File: src/rtl/prq_pkg.sv
`default_nettype none

package prq_pkg;

    localparam int KIND_W = 2;
    localparam int TID_W = 3;
    localparam int LEVEL_W = 4;
    localparam int STATUS_W = 2;
    localparam int S_DATA_W = 8;
    localparam int M_DATA_W = 8;

    typedef enum logic [KIND_W-1:0] {
        KIND_PUT   = 2'd0,
        KIND_GET   = 2'd1,
        KIND_SCHED = 2'd2,
        KIND_RSVD  = 2'd3
    } t_kind;

    typedef enum logic [STATUS_W-1:0] {
        STAT_DONE    = 2'd0,
        STAT_EMPTY   = 2'd1,
        STAT_READY   = 2'd2,
        STAT_INVALID = 2'd3
    } t_status;

    typedef enum logic [1:0] {
        ST_IDLE,
        ST_EXEC,
        ST_SCAN,
        ST_DONE
    } t_state;

    typedef struct packed {
        logic load;
        logic step;
    } t_cur_ctl;

    typedef struct packed {
        logic in_range;
        logic last;
    } t_cur_sts;

endpackage

`default_nettype wire

File: src/rtl/priority_ready_queue_scheduler.sv
// Channel  Direction  Ports                    Contents
// s        in         i_s_tvalid/o_s_tready    tdata: thread_id, level; tuser: kind
// m        out        o_m_tvalid/i_m_tready    tdata: picked_thread, status
// A put, a get or an unused kind passes the execute and done states to its result.
// A schedule walks the levels one per cycle with the shared level cursor, from level zero
// up to the lowest non-empty level, or to the last level when every level is empty.
// A new request is accepted once the sequencer is idle, even while a result still waits.
// Reset clears the ready marks, the non-empty bits and both handshakes.
`default_nettype none

module priority_ready_queue_scheduler #(
    parameter int THREADS = 6,
    parameter int PRIORITIES = 16
) (
    input  wire                              i_clk,
    input  wire                              i_rst_n,
    input  wire                              i_s_tvalid,
    output logic                             o_s_tready,
    // [2:0] thread_id, [6:3] level, [7] zero
    input  wire  [prq_pkg::S_DATA_W-1:0]     i_s_tdata,
    // [1:0] kind
    input  wire  [prq_pkg::KIND_W-1:0]       i_s_tuser,
    output logic                             o_m_tvalid,
    input  wire                              i_m_tready,
    // [2:0] picked_thread, [4:3] status, [7:5] zero
    output logic [prq_pkg::M_DATA_W-1:0]     o_m_tdata
);

    localparam int TW = $clog2(THREADS);
    localparam int LW = $clog2(PRIORITIES);

    prq_pkg::t_state   r_state;
    prq_pkg::t_state   n_state;
    prq_pkg::t_kind    r_kind;
    logic [prq_pkg::TID_W-1:0] r_tid;

    prq_pkg::t_cur_ctl cur_ctl;
    prq_pkg::t_cur_sts cur_sts;
    logic [LW-1:0]     cur_lvl;
    logic [prq_pkg::LEVEL_W-1:0] load_lvl;

    logic              r_ready [THREADS];
    logic [TW-1:0]     r_link [THREADS];
    logic [TW-1:0]     r_head [PRIORITIES];
    logic [TW-1:0]     r_tail [PRIORITIES];
    logic              r_nonempty [PRIORITIES];

    logic [prq_pkg::TID_W-1:0] r_pick;
    logic [prq_pkg::TID_W-1:0] n_pick;
    prq_pkg::t_status  r_stat;
    prq_pkg::t_status  n_stat;
    logic              res_we;

    logic [prq_pkg::TID_W-1:0] r_m_pick;
    prq_pkg::t_status  r_m_stat;
    logic              r_m_valid;
    logic              out_load;

    logic              s_accept;
    logic              tid_ok;
    logic [TW-1:0]     tidx;
    logic [TW-1:0]     head_cur;
    logic [TW-1:0]     tail_cur;
    logic              ne_cur;

    logic              we_link;
    logic              we_head_put;
    logic              we_head_get;
    logic              we_tail;
    logic              set_ne;
    logic              clr_ne;
    logic              set_rdy;
    logic              clr_rdy;

    assign o_s_tready = i_rst_n && (r_state == prq_pkg::ST_IDLE);
    assign s_accept = i_s_tvalid && o_s_tready;
    assign load_lvl = (prq_pkg::t_kind'(i_s_tuser) == prq_pkg::KIND_SCHED)
        ? '0 : i_s_tdata[6:3];

    prq_cursor #(
        .PRIORITIES(PRIORITIES)
    ) u_cursor (
        .i_clk     (i_clk),
        .i_rst_n   (i_rst_n),
        .i_ctl     (cur_ctl),
        .i_load_lvl(load_lvl),
        .o_lvl     (cur_lvl),
        .o_sts     (cur_sts)
    );

    assign tid_ok = ({1'b0, r_tid} < (prq_pkg::TID_W + 1)'(THREADS));
    assign tidx = r_tid[TW-1:0];
    assign head_cur = r_head[cur_lvl];
    assign tail_cur = r_tail[cur_lvl];
    assign ne_cur = r_nonempty[cur_lvl];

    always_comb begin
        n_state = r_state;
        cur_ctl = '0;
        n_pick = '0;
        n_stat = prq_pkg::STAT_DONE;
        res_we = 1'b0;
        out_load = 1'b0;
        we_link = 1'b0;
        we_head_put = 1'b0;
        we_head_get = 1'b0;
        we_tail = 1'b0;
        set_ne = 1'b0;
        clr_ne = 1'b0;
        set_rdy = 1'b0;
        clr_rdy = 1'b0;
        unique case (r_state)
            prq_pkg::ST_IDLE: begin
                if (s_accept) begin
                    cur_ctl.load = 1'b1;
                    if (prq_pkg::t_kind'(i_s_tuser) == prq_pkg::KIND_SCHED) begin
                        n_state = prq_pkg::ST_SCAN;
                    end else begin
                        n_state = prq_pkg::ST_EXEC;
                    end
                end
            end
            prq_pkg::ST_EXEC: begin
                res_we = 1'b1;
                n_state = prq_pkg::ST_DONE;
                unique case (r_kind)
                    prq_pkg::KIND_PUT: begin
                        priority if (!tid_ok || !cur_sts.in_range) begin
                            n_stat = prq_pkg::STAT_INVALID;
                        end else if (r_ready[tidx]) begin
                            n_stat = prq_pkg::STAT_READY;
                        end else begin
                            we_link = ne_cur;
                            we_head_put = !ne_cur;
                            set_ne = !ne_cur;
                            we_tail = 1'b1;
                            set_rdy = 1'b1;
                        end
                    end
                    prq_pkg::KIND_GET: begin
                        if (!cur_sts.in_range || !ne_cur) begin
                            n_stat = prq_pkg::STAT_EMPTY;
                        end else begin
                            clr_ne = (head_cur == tail_cur);
                            we_head_get = (head_cur != tail_cur);
                            clr_rdy = 1'b1;
                            n_pick = prq_pkg::TID_W'(head_cur);
                        end
                    end
                    default: begin
                        n_stat = prq_pkg::STAT_INVALID;
                    end
                endcase
            end
            prq_pkg::ST_SCAN: begin
                priority if (ne_cur) begin
                    res_we = 1'b1;
                    n_pick = prq_pkg::TID_W'(head_cur);
                    n_state = prq_pkg::ST_DONE;
                end else if (cur_sts.last) begin
                    res_we = 1'b1;
                    n_stat = prq_pkg::STAT_EMPTY;
                    n_state = prq_pkg::ST_DONE;
                end else begin
                    cur_ctl.step = 1'b1;
                end
            end
            prq_pkg::ST_DONE: begin
                if (!r_m_valid || i_m_tready) begin
                    out_load = 1'b1;
                    n_state = prq_pkg::ST_IDLE;
                end
            end
            default: begin
                n_state = prq_pkg::ST_IDLE;
            end
        endcase
    end

    always_ff @(posedge i_clk) begin
        if (!i_rst_n) begin
            r_state <= prq_pkg::ST_IDLE;
            r_m_valid <= 1'b0;
            for (int i = 0; i < THREADS; i++) begin
                r_ready[i] <= 1'b0;
            end
            for (int j = 0; j < PRIORITIES; j++) begin
                r_nonempty[j] <= 1'b0;
            end
        end else begin
            r_state <= n_state;
            if (out_load) begin
                r_m_valid <= 1'b1;
            end else if (i_m_tready) begin
                r_m_valid <= 1'b0;
            end
            if (set_rdy) begin
                r_ready[tidx] <= 1'b1;
            end
            if (clr_rdy) begin
                r_ready[head_cur] <= 1'b0;
            end
            if (set_ne) begin
                r_nonempty[cur_lvl] <= 1'b1;
            end
            if (clr_ne) begin
                r_nonempty[cur_lvl] <= 1'b0;
            end
        end
    end

    always_ff @(posedge i_clk) begin
        if (s_accept) begin
            r_kind <= prq_pkg::t_kind'(i_s_tuser);
            r_tid <= i_s_tdata[2:0];
        end
        if (res_we) begin
            r_pick <= n_pick;
            r_stat <= n_stat;
        end
        if (out_load) begin
            r_m_pick <= r_pick;
            r_m_stat <= r_stat;
        end
        if (we_link) begin
            r_link[tail_cur] <= tidx;
        end
        if (we_head_put) begin
            r_head[cur_lvl] <= tidx;
        end
        if (we_head_get) begin
            r_head[cur_lvl] <= r_link[head_cur];
        end
        if (we_tail) begin
            r_tail[cur_lvl] <= tidx;
        end
    end

    assign o_m_tvalid = r_m_valid;
    assign o_m_tdata = {3'b000, r_m_stat, r_m_pick};

    a_pick_only_on_done: assert property (@(posedge i_clk) disable iff (!i_rst_n)
        (o_m_tvalid && (o_m_tdata[2:0] != 3'b000))
            |-> (prq_pkg::t_status'(o_m_tdata[4:3]) == prq_pkg::STAT_DONE))
        else $error("nonzero thread reported with a failing status");

    a_accept_leaves_idle: assert property (@(posedge i_clk) disable iff (!i_rst_n)
        s_accept |=> (r_state != prq_pkg::ST_IDLE))
        else $error("sequencer stayed idle after taking a request");

    a_scan_in_range: assert property (@(posedge i_clk) disable iff (!i_rst_n)
        (r_state == prq_pkg::ST_SCAN) |-> cur_sts.in_range)
        else $error("level walk ran past the last level");

    a_done_loads_output: assert property (@(posedge i_clk) disable iff (!i_rst_n)
        out_load |=> (o_m_tvalid && (r_state == prq_pkg::ST_IDLE)))
        else $error("result was not presented after completion");

endmodule

`default_nettype wire

File: src/rtl/prq_cursor.sv
`default_nettype none

module prq_cursor #(
    parameter int PRIORITIES = 16
) (
    input  wire                                i_clk,
    input  wire                                i_rst_n,
    input  prq_pkg::t_cur_ctl                  i_ctl,
    input  wire  [prq_pkg::LEVEL_W-1:0]        i_load_lvl,
    output logic [$clog2(PRIORITIES)-1:0]      o_lvl,
    output prq_pkg::t_cur_sts                  o_sts
);

    localparam int LW = $clog2(PRIORITIES);

    logic [prq_pkg::LEVEL_W-1:0] r_lvl;
    logic [prq_pkg::LEVEL_W-1:0] n_lvl;

    always_comb begin
        n_lvl = r_lvl;
        if (i_ctl.load) begin
            n_lvl = i_load_lvl;
        end else if (i_ctl.step) begin
            n_lvl = r_lvl + prq_pkg::LEVEL_W'(1);
        end
    end

    always_ff @(posedge i_clk) begin
        if (!i_rst_n) begin
            r_lvl <= '0;
        end else begin
            r_lvl <= n_lvl;
        end
    end

    assign o_lvl = r_lvl[LW-1:0];
    assign o_sts.in_range = ({1'b0, r_lvl} < (prq_pkg::LEVEL_W + 1)'(PRIORITIES));
    assign o_sts.last = ({1'b0, r_lvl} == (prq_pkg::LEVEL_W + 1)'(PRIORITIES - 1));

endmodule

`default_nettype wire
File: config.mk
export PLATFORM = sky130hd
export DESIGN_NAME = priority_ready_queue_scheduler
export DESIGN_NICKNAME = d
export VERILOG_FILES = /design/src/rtl/prq_pkg.sv /design/src/rtl/priority_ready_queue_scheduler.sv /design/src/rtl/prq_cursor.sv
export SDC_FILE = /design/constraint.sdc
export NUM_CORES = 1
export LEC_CHECK = 0
export BUFFER_PORTS_ARGS = -buffer_cell sky130_fd_sc_hd__buf_4
export CAP_MARGIN = 10
export CORE_MARGIN = 4
export CORE_UTILIZATION = 51
export DETAILED_ROUTE_END_ITERATION = 12
export MAX_ROUTING_LAYER = met4
export PLACE_DENSITY = 0.68
export RECOVER_POWER = 50
export SLEW_MARGIN = 40
export SYNTH_ARGS = -nofsm -noshare
export SYNTH_HDL_FRONTEND = slang
export SYNTH_SLANG_ARGS = --single-unit
File: constraint.sdc
create_clock -name i_clk -period 3.6 [get_ports i_clk]
set_input_delay 0.18 -clock i_clk [delete_from_list [all_inputs] [get_ports i_clk]]
set_output_delay 0.18 -clock i_clk [all_outputs]
set_load 0.05 [all_outputs]
# --- Word level (Yosys, flattened, before mapping) ---
# Memories as Yosys holds them, arrays and structs flattened. A register that Yosys moved wholly into a read port is not among the register bits.
# Index checks and enable logic that the tools add are counted.
classes:
  n_addsub: 1
  magnitude_cmp: 1
  n_eq_ne: 11
  muxes: 89
  bitwise_logic: 2
  reduce_logical: 13
ops:
  columns: ["operator", "n"]
  rows:
  - ["$mux 1", 61]
  - ["$mux 4", 10]
  - ["$mux 3", 6]
  - ["$mux 2", 7]
  - ["$pmux 2 s2", 2]
  - ["$pmux 2 s4", 1]
  - ["$eq 2x2->1 const B", 3]
  - ["$pmux 3 s2", 1]
  - ["$add 4x1->4 const B", 1]
  - ["$eq 2x1->1 const B", 2]
  - ["$eq 4x4->1 const B", 1]
  - ["$logic_not 2->1", 2]
  - ["$ne 2x2->1 const B", 2]
  - ["$reduce_bool 2->1", 2]
  - ["$eq 3x3->1", 1]
  - ["$lt 3x3->1 const B", 1]
  - ["$ne 3x3->1", 1]
  - ["$ne 3x3->1 const B", 1]
  - ["$reduce_and 3->1", 1]
  - ["$reduce_or 1->1", 3]
  - ["$logic_and 1x1->1", 2]
  - ["$logic_not 1->1", 2]
  - ["$or 1x1->1", 2]
  - ["$pmux 1 s2", 1]
  - ["$logic_or 1x1->1", 1]
totals:
  register_bits: 22
  mem_bits_rw: 136
  input_bits: 14
  out_inout_bits: 10
  word_cells: 131
  mem_count: 5
memory_table:
  columns: ["name", "depth", "width", "read_ports", "rd_ports_with_merged_regs", "wr", "line", "source"]
  rows:
  - ["r_head", 16, 3, 1, 1, 1, "priority_ready_queue_scheduler.sv:44", "logic [TW-1:0] r_head [PRIORITIES];"]
  - ["r_tail", 16, 3, 1, 1, 1, "priority_ready_queue_scheduler.sv:45", "logic [TW-1:0] r_tail [PRIORITIES];"]
  - ["r_link", 6, 3, 1, 0, 1, "priority_ready_queue_scheduler.sv:43", "logic [TW-1:0] r_link [THREADS];"]
  - ["r_nonempty", 16, 1, 1, 1, 16, "priority_ready_queue_scheduler.sv:46", "logic r_nonempty [PRIORITIES];"]
  - ["r_ready", 6, 1, 1, 1, 6, "priority_ready_queue_scheduler.sv:42", "logic r_ready [THREADS];"]

# --- Logic depth before layout (Yosys ltp) ---
logic_depth:
  ltp_word: 11
  ltp_mapped: 11
  ltp_nobuf: 9

# --- Modules after synthesis ---
# A second synthesis with hierarchy kept.
unflattened:
  cells_unflattened: 486
  area_unflattened_um2: 7090.6
by_module_without_submodules:
  columns: ["mod", "instances", "cells_per_inst", "area_each_um2", "seq_area_each_um2"]
  rows:
  - ["priority_ready_queue_scheduler", 1, 461, 6880.3, 4504.3]
  - ["prq_cursor", 1, 25, 210.2, 80.1]

# --- Worst setup path after synthesis ---
# OpenSTA, ideal clock, no wires.
synth_path:
  path_type: "reg-to-reg"
  start: "register with a tool-made name"
  end: "memory r_head[0][1] (netlist bit) (data pin)"
  setup_time_ps: 285
  arrival_time_ps: 2547
  setup_slack_ps: 767
  path_stages_with_launch: 11
  period_less_slack_ps: 2833
  path_cell_list: "dfxtp_1 -> buf_2 -> buf_2 -> mux4_2 -> nand2_1 -> nand3_1 -> and2_1 -> buf_2 -> mux2_1 -> mux4_2 -> mux2_2"
synth_rtl:
  columns: ["item", "line"]
  rows:
  - ["end: declaration", "priority_ready_queue_scheduler.sv:44"]

==> metrics.txt <==
syn avg cell area=14.36 sq um; cell area after synthesis=7094 sq um; worst-path maximum fanout=16; via/cell ratio=5.844; port bufs=19; Detail Route Antenna Nets=0; FILL cells=1,051; max-cap violations=0; Max Clk Rate=303.4 MHz; final setup skew=0.008248 ns; static leakage=2.632 nW; Setup violations, final=0; num rows=42; Peak VDD IR=426.2 uV; Crit Path Class=reg2reg; Total Die Area=15,860 sq um; gr usage total=20.22%; CP Data Arrival Time=3.42 ns; placed cells=681; DR pass1 iterations=7; total setup buffers inserted after CTS=0; vias in the first global route=4,213; max-slew violations=0; synth top area cells=edfxtp_1 (56%), mux4_2 (10%), dfxtp_1 (9.9%), nor2_1 (3.7%), nand2_1 (2.0%); Die Ht=125.9 um; Synth Flop Type=edfxtp_1; Antenna Diode Count=0; RSZ-0062 raised after global routing=false; status=completed; IO Pins=24; footprint of the multi-input gates=2273 sq um; Synth Instances=494; Power Dens Cells=652.3 nW/um^2; clk_lat worst skew=0.43 ns; HP Class=in2reg; Initial Util=52.73%; total CTS buffers=17; routed length per placed instance=20.68 um; hold path depth=4; Area Growth Syn to Fin=13.67%; net count reported at finish=552; antenna violations before repair=0; final std cells w/o fill=719; clk sinks=167; Die Width=125.9 um; Max clock buf depth=2; Tmin final=3.296 ns; Total Wirelength=14.87 mm; Worst-path clk slew=0.06 ns; Root Buffer=clkbuf_16; drt drc=0; first-pass GRT wire length=23.47 mm; CP Launch Type=flop; Seq. cell area=4664 sq um; worst endpoint required time=3.73 ns; Synthesis Warnings=0; share of cells above drive strength 1=17.86%; total number of vias=4,202; largest net degree at the start of global routing=27; leading area contributor after synthesis=edfxtp_1; detailed placement HPWL=10.35 mm; top cell type's share of synthesized area=55.87%; Hold Fails Final Rpt=0; total gr overflow=0; DR iter-0 viols=460; Placer Congestion=0.8536; FF-to-FF path depth=7; post-synthesis sequential area ratio=65.75%; Seq cells post-synth=167; H-tree depth=4; setup tns final=0 ns; CTS tree=done; worst hold slack=0.05887 ns; Synth cell types=50; crit share post-route=91.56%; Post-synth EDFFs=132; Slew @ Worst Pin=1.090 ns; CP Capture Type=flop; Core Area=13,450 sq um; Rel. slew slack=27.30%; Synth async-reset ratio=0%
[cell usage in the layout, fill, tap and decap left out, types with 11 or more instances in the layout]
master / netlist / layout
edfxtp_1: 132 / 132
nor2_1: 70 / 70
buf_4: 5 / 19
dfxtp_1: 35 / 35
nor2b_1: 13 / 13
o21ai_0: 16 / 16
nand3_1: 11 / 11
clkbuf_16: 0 / 17
a31oi_1: 12 / 12
mux4_2: 33 / 33
nand2_1: 37 / 37
clkbuf_1: 9 / 19
[repair_timing]
| item | 4_1_cts | 5_1_grt |
|---|---|---|
| gates resized for setup | 0 | 2 |
| hold endpoints to repair | 8 | 0 |
| hold buffers | 5 | 0 |
| endpoints found under the setup margin | 0 | 85 |
[power breakdown]
group | internal (mW) | switching (mW) | total [mW]
sequential | 2.18 | 0.0745 | 2.26
combinational | 0.492 | 0.708 | 1.20
clock | 1.11 | 0.696 | 1.80
total | 3.78 | 1.48 | 5.26
[routing by layer]
layer	vias to the layer above	GRT usage [%]	share of wire [%]
li1	1948	-	-
met1	2120	26.97	44
met2	109	31.11	49
met3	25	4.699	4.6
met4	0	6.688	2.1
met5	-	-	0
[flip-flops by register name, summed over array words and instances, names as in the netlist, named ones only]
name,flops
o_m_tvalid,1
r_head,48
r_kind,2
r_link,18
r_m_pick,3
r_m_stat,2
r_nonempty,16
r_pick,3
r_ready,8
r_stat,2
r_state,2
r_tail,48
r_tid,3
u_cursor.o_lvl,4
[final cells by class]
type	count	share of cell area [%]
clock buffers	24	5.725
clock inverters	8	1.521
inverters	10	0.4655
multi-input cells	293	28.19
flip-flops and latches	167	57.84
well taps	176	2.731
repair buffers	41	3.522
[worst max-delay path, stage by stage, from the launching register on]
cell,delay [ns]
dfxtp_1,0.60
mux4_2,0.32
nor2_1,0.05
o31ai_1,0.35
and2_2,0.39
mux2_2,0.37
mux4_2,0.51
mux2_2,0.42
[cell families (layout without fill, tap and decap cells)]
kind of cell,after synthesis,after routing,share of synthesized area (%)
muxes,52,52,13.33
and+or+nand+nor,154,154,9.665
buffers and inverters,36,83,2.434
adders and majority gates,8,8,1.411
AOI/OAI and AO/OA,71,71,6.737
other,1,3,0.05286
DFF,167,167,65.75
xor gates and xnor gates,5,5,0.6174
[cell usage after synthesis (all sizes together) (2+ instances only)]
cell type  instances
xnor2              3
edfxtp           132
mux2i              9
nand2             37
o311ai             2
a21oi              9
xor2               2
nor2              70
clkbuf            10
mux2              10
and2               4
o21ai             18
ha                 8
a221oi             2
a31oi             12
inv               10
nor2b             13
o31ai              3
nor3               5
dfxtp             35
o22a               2
and3               3
or2                3
a22oi              6
nand3             11
buf               16
o211ai             2
nand4              2
nand2b             4
a211oi             7
mux4              33
[metrics by stage]
stage / setup WS, ns / area [sq um] / power (mW) / utilization, %
2_1_floorplan: 0.7673 / 7102 / 3.161 / -
3_3_place_gp: 0.2187 / 7462 / 3.474 / 55.47
3_5_place_dp: 0.1081 / 7462 / 3.493 / 55.47
4_1_cts: 0.07730 / 8097 / 5.284 / 60.18
5_1_grt: 0.09629 / 8064 / 5.475 / 59.94
6_report: 0.3037 / 8064 / 5.260 / 59.94
[path summary, 6_finish.rpt]
| path | slack [ns] | startpoint | to |
|---|---|---|---|
| min reg2reg | 0.42 | r_pick[1] | r_m_pick[1] |
| min | 0.06 | i_m_tready | o_m_tvalid |
| max reg2reg | 0.30 | flop | r_head[3][2] |
| max | 0.30 | flop | r_head[3][2] |
Power figures use the tool's default switching activity.
